--- src/sv/cpu8_arith_register_unit_core_assert.svh ---
// Assertion macros for the arithmetic register unit core
`ifndef CPU8_ARITH_REGISTER_UNIT_CORE_ASSERT_SVH
`define CPU8_ARITH_REGISTER_UNIT_CORE_ASSERT_SVH

// Consequent must hold in the same cycle as the antecedent
`define CAU_ASSERT_SAME(label, clk, rst_n, ante, cons) \
    label: assert property (@(posedge clk) disable iff (!rst_n) (ante) |-> (cons)) \
        else $error("%m: check failed");

// Consequent must hold in the cycle after the antecedent
`define CAU_ASSERT_NEXT(label, clk, rst_n, ante, cons) \
    label: assert property (@(posedge clk) disable iff (!rst_n) (ante) |=> (cons)) \
        else $error("%m: check failed");

`endif

--- src/sv/cau_pkg.sv ---
// Types and constants shared by the arithmetic register unit
package cau_pkg;

    localparam logic [3:0] OP_ADD = 4'd0;
    localparam logic [3:0] OP_ADI = 4'd1;
    localparam logic [3:0] OP_INR = 4'd2;
    localparam logic [3:0] OP_SUB = 4'd3;
    localparam logic [3:0] OP_SUI = 4'd4;
    localparam logic [3:0] OP_DCR = 4'd5;
    localparam logic [3:0] OP_INX = 4'd6;
    localparam logic [3:0] OP_DCX = 4'd7;
    localparam logic [3:0] OP_DAD = 4'd8;
    localparam logic [3:0] OP_CMP = 4'd9;

    localparam logic [2:0] REG_A = 3'd0;
    localparam logic [2:0] REG_B = 3'd1;
    localparam logic [2:0] REG_C = 3'd2;
    localparam logic [2:0] REG_D = 3'd3;
    localparam logic [2:0] REG_E = 3'd4;
    localparam logic [2:0] REG_H = 3'd5;
    localparam logic [2:0] REG_L = 3'd6;

    localparam logic [1:0] PAIR_BC  = 2'd0;
    localparam logic [1:0] PAIR_DE  = 2'd1;
    localparam logic [1:0] PAIR_HL  = 2'd2;
    localparam logic [1:0] PAIR_BAD = 2'd3;

    // bit positions in the flag register
    localparam int FB_CARRY  = 0;
    localparam int FB_PARITY = 1;
    localparam int FB_ZERO   = 2;
    localparam int FB_SIGN   = 3;

    typedef struct packed {
        logic [3:0] req_type;
        logic [2:0] reg_sel;
        logic [1:0] pair_sel;
        logic [7:0] immediate;
    } t_req;

    typedef struct packed {
        logic [15:0] value;
        logic        flag_sign;
        logic        flag_zero;
        logic        flag_parity;
        logic        flag_carry;
        logic        invalid_pair;
    } t_res;

endpackage

--- src/sv/cau_stream_if.sv ---
// Valid/ready channels carrying instruction and result items
interface cau_req_if
    import cau_pkg::*;
();
    logic valid;
    logic ready;
    t_req data;

    modport source (output valid, output data, input ready);
    modport sink (input valid, input data, output ready);
endinterface

interface cau_res_if
    import cau_pkg::*;
();
    logic valid;
    logic ready;
    t_res data;

    modport source (output valid, output data, input ready);
    modport sink (input valid, input data, output ready);
endinterface

--- src/sv/cpu8_arith_register_unit_core.sv ---
// Arithmetic register unit: register file, flags and single-pass execute stage
// An accepted item passes the input register, then the result register. Throughput: one item
// per cycle unless the output stalls; the execute logic between the two registers updates the
// register file and flags in the same edge that loads the result, so the next item sees them.
// Reset (synchronous, active low) clears registers A to L, the flags and both valid bits.
`include "cpu8_arith_register_unit_core_assert.svh"

module cpu8_arith_register_unit_core
    import cau_pkg::*;
(
    input  logic       i_clk,
    input  logic       i_rst_n,
    cau_req_if.sink    i_req,
    cau_res_if.source  o_res
);

    logic        r_in_valid;
    t_req        r_in;
    logic        r_out_valid;
    t_res        r_out;

    logic [7:0]  r_a, r_b, r_c, r_d, r_e, r_h, r_l;
    logic [7:0]  n_a, n_b, n_c, n_d, n_e, n_h, n_l;
    logic [3:0]  r_flags;
    logic [3:0]  n_flags;
    logic [15:0] n_value;
    logic        n_bad;

    logic        ex_fire;
    logic [7:0]  reg_rd;
    logic        is_imm;
    logic        is_sub;
    logic [7:0]  alu_b;
    logic [8:0]  alu9;
    logic [7:0]  step8;
    logic [15:0] pair_rd;
    logic [15:0] hl_rd;
    logic [16:0] pair17;

    function automatic logic [3:0] set_szp(input logic [3:0] f, input logic [7:0] v);
        logic [3:0] g;
        g            = f;
        g[FB_SIGN]   = v[7];
        g[FB_ZERO]   = (v == 8'h00);
        g[FB_PARITY] = ~^v;
        return g;
    endfunction

    assign ex_fire     = r_in_valid && (!r_out_valid || o_res.ready);
    assign i_req.ready = !r_in_valid || ex_fire;
    assign o_res.valid = r_out_valid;
    assign o_res.data  = r_out;

    // operand reads; select seven reads as zero
    always_comb begin
        unique case (r_in.reg_sel)
            REG_A:   reg_rd = r_a;
            REG_B:   reg_rd = r_b;
            REG_C:   reg_rd = r_c;
            REG_D:   reg_rd = r_d;
            REG_E:   reg_rd = r_e;
            REG_H:   reg_rd = r_h;
            REG_L:   reg_rd = r_l;
            default: reg_rd = 8'h00;
        endcase
    end

    always_comb begin
        unique case (r_in.pair_sel)
            PAIR_BC: pair_rd = {r_b, r_c};
            PAIR_DE: pair_rd = {r_d, r_e};
            PAIR_HL: pair_rd = {r_h, r_l};
            default: pair_rd = 16'h0000;
        endcase
    end

    assign hl_rd  = {r_h, r_l};
    assign is_imm = (r_in.req_type == OP_ADI) || (r_in.req_type == OP_SUI);
    assign is_sub = (r_in.req_type == OP_SUB) || (r_in.req_type == OP_SUI);
    assign alu_b  = is_imm ? r_in.immediate : reg_rd;
    // bit 8 of the difference is the borrow, i.e. A below the operand
    assign alu9   = is_sub ? ({1'b0, r_a} - {1'b0, alu_b}) : ({1'b0, r_a} + {1'b0, alu_b});
    assign step8  = (r_in.req_type == OP_INR) ? (reg_rd + 8'd1) : (reg_rd - 8'd1);

    always_comb begin
        unique case (r_in.req_type)
            OP_INX:  pair17 = {1'b0, pair_rd} + 17'd1;
            OP_DCX:  pair17 = {(pair_rd == 16'h0000), pair_rd - 16'd1};
            default: pair17 = {1'b0, hl_rd} + {1'b0, pair_rd};
        endcase
    end

    always_comb begin
        n_a     = r_a;
        n_b     = r_b;
        n_c     = r_c;
        n_d     = r_d;
        n_e     = r_e;
        n_h     = r_h;
        n_l     = r_l;
        n_flags = r_flags;
        n_value = 16'h0000;
        n_bad   = 1'b0;
        unique case (r_in.req_type)
            OP_ADD, OP_ADI, OP_SUB, OP_SUI: begin
                n_a              = alu9[7:0];
                n_flags          = set_szp(r_flags, alu9[7:0]);
                n_flags[FB_CARRY] = alu9[8];
                n_value          = {8'h00, alu9[7:0]};
            end
            OP_INR, OP_DCR: begin
                unique case (r_in.reg_sel)
                    REG_A:   n_a = step8;
                    REG_B:   n_b = step8;
                    REG_C:   n_c = step8;
                    REG_D:   n_d = step8;
                    REG_E:   n_e = step8;
                    REG_H:   n_h = step8;
                    REG_L:   n_l = step8;
                    default: ; // drop the write
                endcase
                n_flags = set_szp(r_flags, step8);
                n_value = {8'h00, step8};
            end
            OP_INX, OP_DCX, OP_DAD: begin
                if (r_in.pair_sel == PAIR_BAD) begin
                    n_bad = 1'b1;
                end else begin
                    n_flags[FB_CARRY] = pair17[16];
                    n_flags[FB_ZERO]  = (pair17[15:0] == 16'h0000);
                    n_value           = pair17[15:0];
                    if (r_in.req_type == OP_DAD) begin
                        {n_h, n_l} = pair17[15:0];
                    end else begin
                        unique case (r_in.pair_sel)
                            PAIR_BC: {n_b, n_c} = pair17[15:0];
                            PAIR_DE: {n_d, n_e} = pair17[15:0];
                            default: {n_h, n_l} = pair17[15:0];
                        endcase
                    end
                end
            end
            OP_CMP: begin
                n_flags[FB_CARRY] = (r_a < reg_rd);
                n_flags[FB_ZERO]  = (r_a == reg_rd);
            end
            default: ; // unused codes change nothing
        endcase
    end

    always_ff @(posedge i_clk) begin
        if (!i_rst_n) begin
            r_in_valid <= 1'b0;
        end else if (i_req.ready) begin
            r_in_valid <= i_req.valid;
        end
        if (i_req.ready && i_req.valid) begin
            r_in <= i_req.data;
        end
    end

    always_ff @(posedge i_clk) begin
        if (!i_rst_n) begin
            r_a     <= 8'h00;
            r_b     <= 8'h00;
            r_c     <= 8'h00;
            r_d     <= 8'h00;
            r_e     <= 8'h00;
            r_h     <= 8'h00;
            r_l     <= 8'h00;
            r_flags <= 4'h0;
        end else if (ex_fire) begin
            r_a     <= n_a;
            r_b     <= n_b;
            r_c     <= n_c;
            r_d     <= n_d;
            r_e     <= n_e;
            r_h     <= n_h;
            r_l     <= n_l;
            r_flags <= n_flags;
        end
    end

    always_ff @(posedge i_clk) begin
        if (!i_rst_n) begin
            r_out_valid <= 1'b0;
        end else if (ex_fire) begin
            r_out_valid <= 1'b1;
        end else if (o_res.ready) begin
            r_out_valid <= 1'b0;
        end
        if (ex_fire) begin
            r_out.value        <= n_value;
            r_out.flag_sign    <= n_flags[FB_SIGN];
            r_out.flag_zero    <= n_flags[FB_ZERO];
            r_out.flag_parity  <= n_flags[FB_PARITY];
            r_out.flag_carry   <= n_flags[FB_CARRY];
            r_out.invalid_pair <= n_bad;
        end
    end

    `CAU_ASSERT_NEXT(a_fire_gives_result, i_clk, i_rst_n, ex_fire, r_out_valid)
    `CAU_ASSERT_NEXT(a_in_held_on_stall, i_clk, i_rst_n, r_in_valid && !ex_fire, r_in_valid && $stable(r_in))
    `CAU_ASSERT_NEXT(a_bad_pair_no_change, i_clk, i_rst_n, ex_fire && n_bad, $stable({r_a, r_b, r_c, r_d, r_e, r_h, r_l, r_flags}))
    `CAU_ASSERT_NEXT(a_step_keeps_carry, i_clk, i_rst_n, ex_fire && ((r_in.req_type == OP_INR) || (r_in.req_type == OP_DCR)), $stable(r_flags[FB_CARRY]))

endmodule
--- src/flat_wrapper.sv ---
// flat-port wrapper written by rule: the top's interface ports become plain ports
module cpu8_arith_register_unit_core_flat import cau_pkg::*;
  (i_clk, i_rst_n, i_req_valid, i_req_data, i_req_ready, o_res_valid, o_res_data, o_res_ready);
  cau_req_if i_req_i ();
  cau_res_if o_res_i ();
  input  logic i_clk;
  input  logic i_rst_n;
  input wire logic [$bits(i_req_i.valid)-1:0] i_req_valid;
  input wire logic [$bits(i_req_i.data)-1:0] i_req_data;
  output wire logic [$bits(i_req_i.ready)-1:0] i_req_ready;
  output wire logic [$bits(o_res_i.valid)-1:0] o_res_valid;
  output wire logic [$bits(o_res_i.data)-1:0] o_res_data;
  input wire logic [$bits(o_res_i.ready)-1:0] o_res_ready;
  assign i_req_i.valid = i_req_valid;
  assign i_req_i.data = i_req_data;
  assign i_req_ready = i_req_i.ready;
  assign o_res_valid = o_res_i.valid;
  assign o_res_data = o_res_i.data;
  assign o_res_i.ready = o_res_ready;
  cpu8_arith_register_unit_core u_core (.i_clk(i_clk), .i_rst_n(i_rst_n), .i_req(i_req_i), .o_res(o_res_i));
endmodule
--- config.mk ---
export PLATFORM = sky130hd
export DESIGN_NAME = cpu8_arith_register_unit_core_flat
export DESIGN_NICKNAME = d
export VERILOG_FILES = /design/src/sv/cau_pkg.sv /design/src/sv/cau_stream_if.sv /design/src/sv/cpu8_arith_register_unit_core.sv /design/src/flat_wrapper.sv
export VERILOG_INCLUDE_DIRS = /design/src /design/src/sv
export SDC_FILE = /design/constraint.sdc
export NUM_CORES = 1
export LEC_CHECK = 0
export BUFFER_PORTS_ARGS = -buffer_cell sky130_fd_sc_hd__buf_2
export CAP_MARGIN = 20
export CORE_AREA = 5 5 146 176
export CTS_BUF_LIST = sky130_fd_sc_hd__clkbuf_4 sky130_fd_sc_hd__clkbuf_8
export CTS_CLUSTER_SIZE = 25
export DETAILED_ROUTE_END_ITERATION = 7
export DIE_AREA = 0 0 151 181
export RECOVER_POWER = 100
export SLEW_MARGIN = 40
export SYNTH_ARGS = -nofsm -noshare
export SYNTH_HDL_FRONTEND = slang
export SYNTH_SLANG_ARGS = --single-unit
--- constraint.sdc ---
create_clock -name i_clk -period 5.5 [get_ports i_clk]
set_clock_uncertainty 0.2 [all_clocks]
set_input_delay 0.275 -clock i_clk [delete_from_list [all_inputs] [get_ports i_clk]]
set_output_delay 0.275 -clock i_clk [all_outputs]
set_load 0.005 [all_outputs]
After elaboration in Yosys (flattened, before gate mapping)
Cells that the tools add are included.
- register bits after elaboration: 100
- bits in latches: 0
- RAM bits: 0
- ROM bits: 0
- input port bits: 21
- logic and storage cells: 139
- memories kept: 0
- add/sub/neg operators: 7
- multiply operators: 0
- div/mod/pow operators: 0
- order comparisons: 1
- eq/ne operators: 31
- shift-type cells: 0
- mux-type cells: 49
- bitwise gates (word level): 0
- reduce and logical (&&, ||, !) cells: 31
- operator list (cell ; count):
    8-bit 2-to-1 mux ; 27
    8-bit case mux with 2 select lines ; 7
    16-bit case mux with 3 select lines ; 2
    8-bit case mux with 7 select lines ; 1
    17-bit case mux with 2 select lines ; 1
    16-bit logical NOT ; 2
    6-bit AND reduction ; 4
    2-bit inequality test (second input constant) ; 11
    16-bit by 1-bit adder with 17-bit output (second input constant) ; 1
    16-bit by 16-bit adder with 17-bit output ; 1
    4-bit by 3-bit == test with 1-bit output (second input constant) ; 4
    8-bit logical NOT ; 2
    16-bit 2-to-1 mux ; 1
    8-bit XNOR reduction ; 2
    16-bit by 1-bit subtractor with 16-bit output (second input constant) ; 1
    5-bit AND reduction ; 2
    8-bit by 8-bit adder with 9-bit output ; 1
    3-bit == test (second input constant) ; 3
    9-bit 2-to-1 mux ; 1
    8-bit by 8-bit subtractor with 9-bit output ; 1
    8-bit by 1-bit adder with 8-bit output (second input constant) ; 1
    4-bit by 2-bit == test with 1-bit output (second input constant) ; 2
    4-bit == test (second input constant) ; 2
    8-bit == test ; 1
    other kinds (23) ; 38

Longest topological paths before layout
- word-level depth: 8
- gate-level depth with buffers: 23

Least setup slack after synthesis
No wires, ideal clock.
- kind: register to register
- from: register u_core.r_in[10] (netlist name)
- to: register u_core.r_flags[1]
- data arrival time: 4.813 ns
- required time: 5.226 ns
- path slack: 0.413 ns
- cell stages (with the launch flop): 23
- path buffers: 2
- path through: edfxtp_1 clkbuf_1 clkbuf_1 mux4_2 nand2_1 o21ai_0 mux2i_1 ha_1 nand2_1 o21ai_0 inv_1 ha_1 nor2b_1 o21a_1 o21a_1 or2_2 ha_1 xor2_1 xnor2_1 xnor2_1 xnor2_1 mux2_2 a31oi_1
- longest elaborated chain between the ends: 7
- RTL lines (item ; line ; source):
    start, declared ; cpu8_arith_register_unit_core.sv:18 ; t_req r_in;
    start signal, assigned ; cpu8_arith_register_unit_core.sv:158 ; r_in <= i_req.data;
    3-bit == test, or another cell as far along ; cpu8_arith_register_unit_core.sv:56 ; unique case (r_in.reg_sel)
    8-bit case mux with 7 select lines (*) ; cpu8_arith_register_unit_core.sv:56 ;
    8-bit 2-to-1 mux ; cpu8_arith_register_unit_core.sv:80 ; assign alu_b = is_imm ? r_in.immediate : reg_rd;
    8-bit by 8-bit adder with 9-bit output or 8-bit by 8-bit subtractor with 9-bit output (tied branches) ; cpu8_arith_register_unit_core.sv:82 ; assign alu9 = is_sub ? ({1'b0, r_a} - {1'b0, alu_b}) : ({1'b0, r_a} + {1'b0, alu_b});
    9-bit 2-to-1 mux ; cpu8_arith_register_unit_core.sv:82 ;
    8-bit XNOR reduction ; cpu8_arith_register_unit_core.sv:45 ; g[FB_PARITY] = ~^v;
    1-bit case mux with 2 select lines (*) ; cpu8_arith_register_unit_core.sv:104 ; unique case (r_in.req_type)
    end signal, assigned ; cpu8_arith_register_unit_core.sv:180 ; r_flags <= n_flags;
    end, declared ; cpu8_arith_register_unit_core.sv:24 ; logic [3:0] r_flags;
Mark *: on every way between the ends. The rest lies on a longest branch, timed or not.
A chain may end at the register's enable or synchronous reset.

Worst setup path after layout
- from: register u_core.r_in[11] (netlist name)
- to: register u_core.r_flags[1]
The elaborated chain is that of the path after synthesis.

==> metrics <==
Ys Warns 0; die height 181 µm; clk root buf clkbuf_8; Die X 151 µm; Post-Synth Simple-Gate Area 17.2%; Nets 959; worst-margin pin slew 1.96 ns; outcome complete, but fails checks; final core utilization 34.7%; core box area 0.0237 mm²; distinct cell type count after synthesis 69; Compound-Gate Fraction of Synth Area 20.4%; Hold WC Path Type flop to flop; critical path startpoint category flop; CTS sink cnt 100; area delta synth->final 13.3%; max-cap violation count 1; Worst Path Class, Setup flop to flop; Worst-path clk slew 0.10 ns; M2 GR Usage 27.1%; Hold WS 0.295 ns; TNS Setup 0 ns; global routing's busiest layer met2; minimum clock period 5.16 ns; drt pass-1 iters 7; most numerous cell in the Yosys netlist nor2_1; final setup violation count 0; Post-Synth XOR/XNOR Area 5.42%; Clock Path Buffers 2; row cnt 62; crit-path max FO 10; Routed WL per cell 18.6 µm; PwrDens 239 mW/mm²; Starting Density 30.6%; main combinational cell family by area after synthesis compound AO/OA/AOI/OAI gates; Syn Inst Count 831; Power Total 1.97 mW; Adder-Cell Fraction of Synth Area 8.91%; DRC viols 0; multiplexer share of the synthesized area 11.4%; htree depth 3; Cell Area, Synth 0.00727 mm²; Worst-Skew Late Latency 0.40 ns; CTS Buf Count 9; Worst Path Arrival 5.29 ns; Die Footprint 0.0273 mm²; met1 Resource Use GR 22.0%; input/output buffers 43; WL final 22.6 mm; Rel. slew slack -30.6%; first-pass GRT wire length 35.6 mm; largest net degree at the start of global routing 41; vias in the first global route 6360; max frequency 194 MHz; VDD IR-drop max 0.000102 V; GR Util met3 1.80%; Synth area leader dfxtp_1; EDFF count, synth 38; post-CTS resize count 0; Crit. End Element flop; Syn Area/Cell 8.75 µm²; Crit path required time 5.63 ns; Layout fillers 2549; share of cells above drive strength 1 9.74%; setup bufs post-CTS 0; sequential-to-total area share from yosys stat 32.8%; total gr overflow 0; top cell type's share of synthesized area 17.1%; CTS tree built; Synthesized Nets 902; Final period util 93.8%; DP HPWL 17.3 mm; violated checks capacitance limit, slew limit; Design Area, Final 0.00824 mm²; n_diodes 0; max-slew violation count 41; Antenna Nets Post-Route 0; Total GRT Usage 16.7%; Synth async-reset ratio 0%; Static Leak 3.32 nW; synthesized flop and latch total 100; initial antenna violation count 0; vias per cell 5.38; area post-placement 0.00792 mm²; total number of vias 6520; Synth area leaders dfxtp_1 (17%), edfxtp_1 (16%), mux2i_1 (9.4%); violation count after the first detailed-routing iteration 579; endpoints failing hold 0; hold buffers post-CTS 19; Ports 44; routability cong. 0.910; most frequent cells after synthesis nor2_1 (102), mux2i_1 (68), a21oi_1 (64), dfxtp_1 (62), nand2_1 (53); Post-synth top flop dfxtp_1; RSZ-0062 raised after global routing false
[state kept, by name, indices dropped and copies added (netlist names)]
signal              count
u_core.r_e              8
u_core.r_flags          4
u_core.r_in            17
u_core.r_c              8
u_core.o_res.data      21
u_core.r_in_valid       1
u_core.r_d              8
u_core.r_a              8
u_core.r_l              8
u_core.r_h              8
u_core.r_b              8
u_core.o_res.valid      1
[stage by stage]
stage	setup WS, ns	instances
finish	0.340	1213
floorplan	0.413	831
global placement	0.492	1178
global route	0.0334	1213
detailed placement	0.360	1178
CTS	0.352	1213
[worst max-delay path, stage by stage (launching register included)]
cell      delay [ns]
edfxtp_1        0.57
buf_4           0.27
nor2b_1         0.31
a221oi_1        0.15
o22a_1          0.24
nand2_1         0.06
o21ai_0         0.14
ha_1            0.32
nand2_1         0.05
o21ai_0         0.13
inv_1           0.08
ha_1            0.27
nor2b_1         0.13
o21a_1          0.18
o21a_1          0.19
or2_2           0.32
ha_1            0.31
xor2_1          0.17
xnor2_1         0.13
xnor2_1         0.19
xnor2_1         0.15
mux2_1          0.36
a31oi_1         0.15
[routing by layer]
layer | vias to the layer above | routed length (µm)
met3 | 57 | 1200
met1 | 3079 | 9840
li1 | 3145 | -
met5 | - | 0
met2 | 239 | 10600
met4 | 0 | 948
[power by group]
part / total, mW / switching, mW / internal, mW
clock network: 0.463 / 0.295 / 0.168
logic: 0.666 / 0.383 / 0.282
registers: 0.841 / 0.0298 / 0.811
[cells by family (layout without fill, tap and decap cells)]
group           Yosys count  after routing
compound gates          227            227
simple gates            261            261
fa+ha+maj                50             50
mux                      77             77
xor+xnor                 45             45
buf+inv                  71            133
flops                   100            100
[final cells by class]
type | count | area [µm²] | area share, %
sequential | 100 | 2380 | 28.9
multi-input combinational | 660 | 4600 | 55.8
inverter | 31 | 116 | 1.41
timing repair buffer | 86 | 568 | 6.89
tap | 320 | 400 | 4.86
clock buffer | 9 | 124 | 1.50
clock inverter | 7 | 50.0 | 0.607
[layout by cell type, fill, tap and decap left out, types with 10 or more instances in the layout]
cell type | Yosys | layout
mux2i_1 | 68 | 68
a21o_1 | 10 | 10
edfxtp_1 | 38 | 38
nand2_1 | 53 | 53
nor2_1 | 102 | 100
nand3_1 | 14 | 14
nor3_1 | 11 | 11
buf_2 | 10 | 28
nor2b_1 | 29 | 29
xor2_1 | 18 | 18
inv_1 | 29 | 30
dfxtp_1 | 62 | 62
xnor2_1 | 27 | 27
dlygate4sd3_1 | 0 | 19
o2bb2ai_1 | 15 | 14
ha_1 | 47 | 47
buf_4 | 1 | 20
clkbuf_1 | 27 | 18
o21a_1 | 12 | 12
a21oi_1 | 64 | 65
o21ai_0 | 50 | 51
[final timing paths]
kind	from	end	slack [ns]	depth (start not counted)
max	u_core.r_in[11]	u_core.r_flags[1]	0.34	22
min	u_core.r_c[7]	u_core.r_c[7]	0.30	2
max reg2reg	u_core.r_in[11]	u_core.r_flags[1]	0.34	22
min reg2reg	u_core.r_c[7]	u_core.r_c[7]	0.30	2
(Power assumes the default switching activity.)
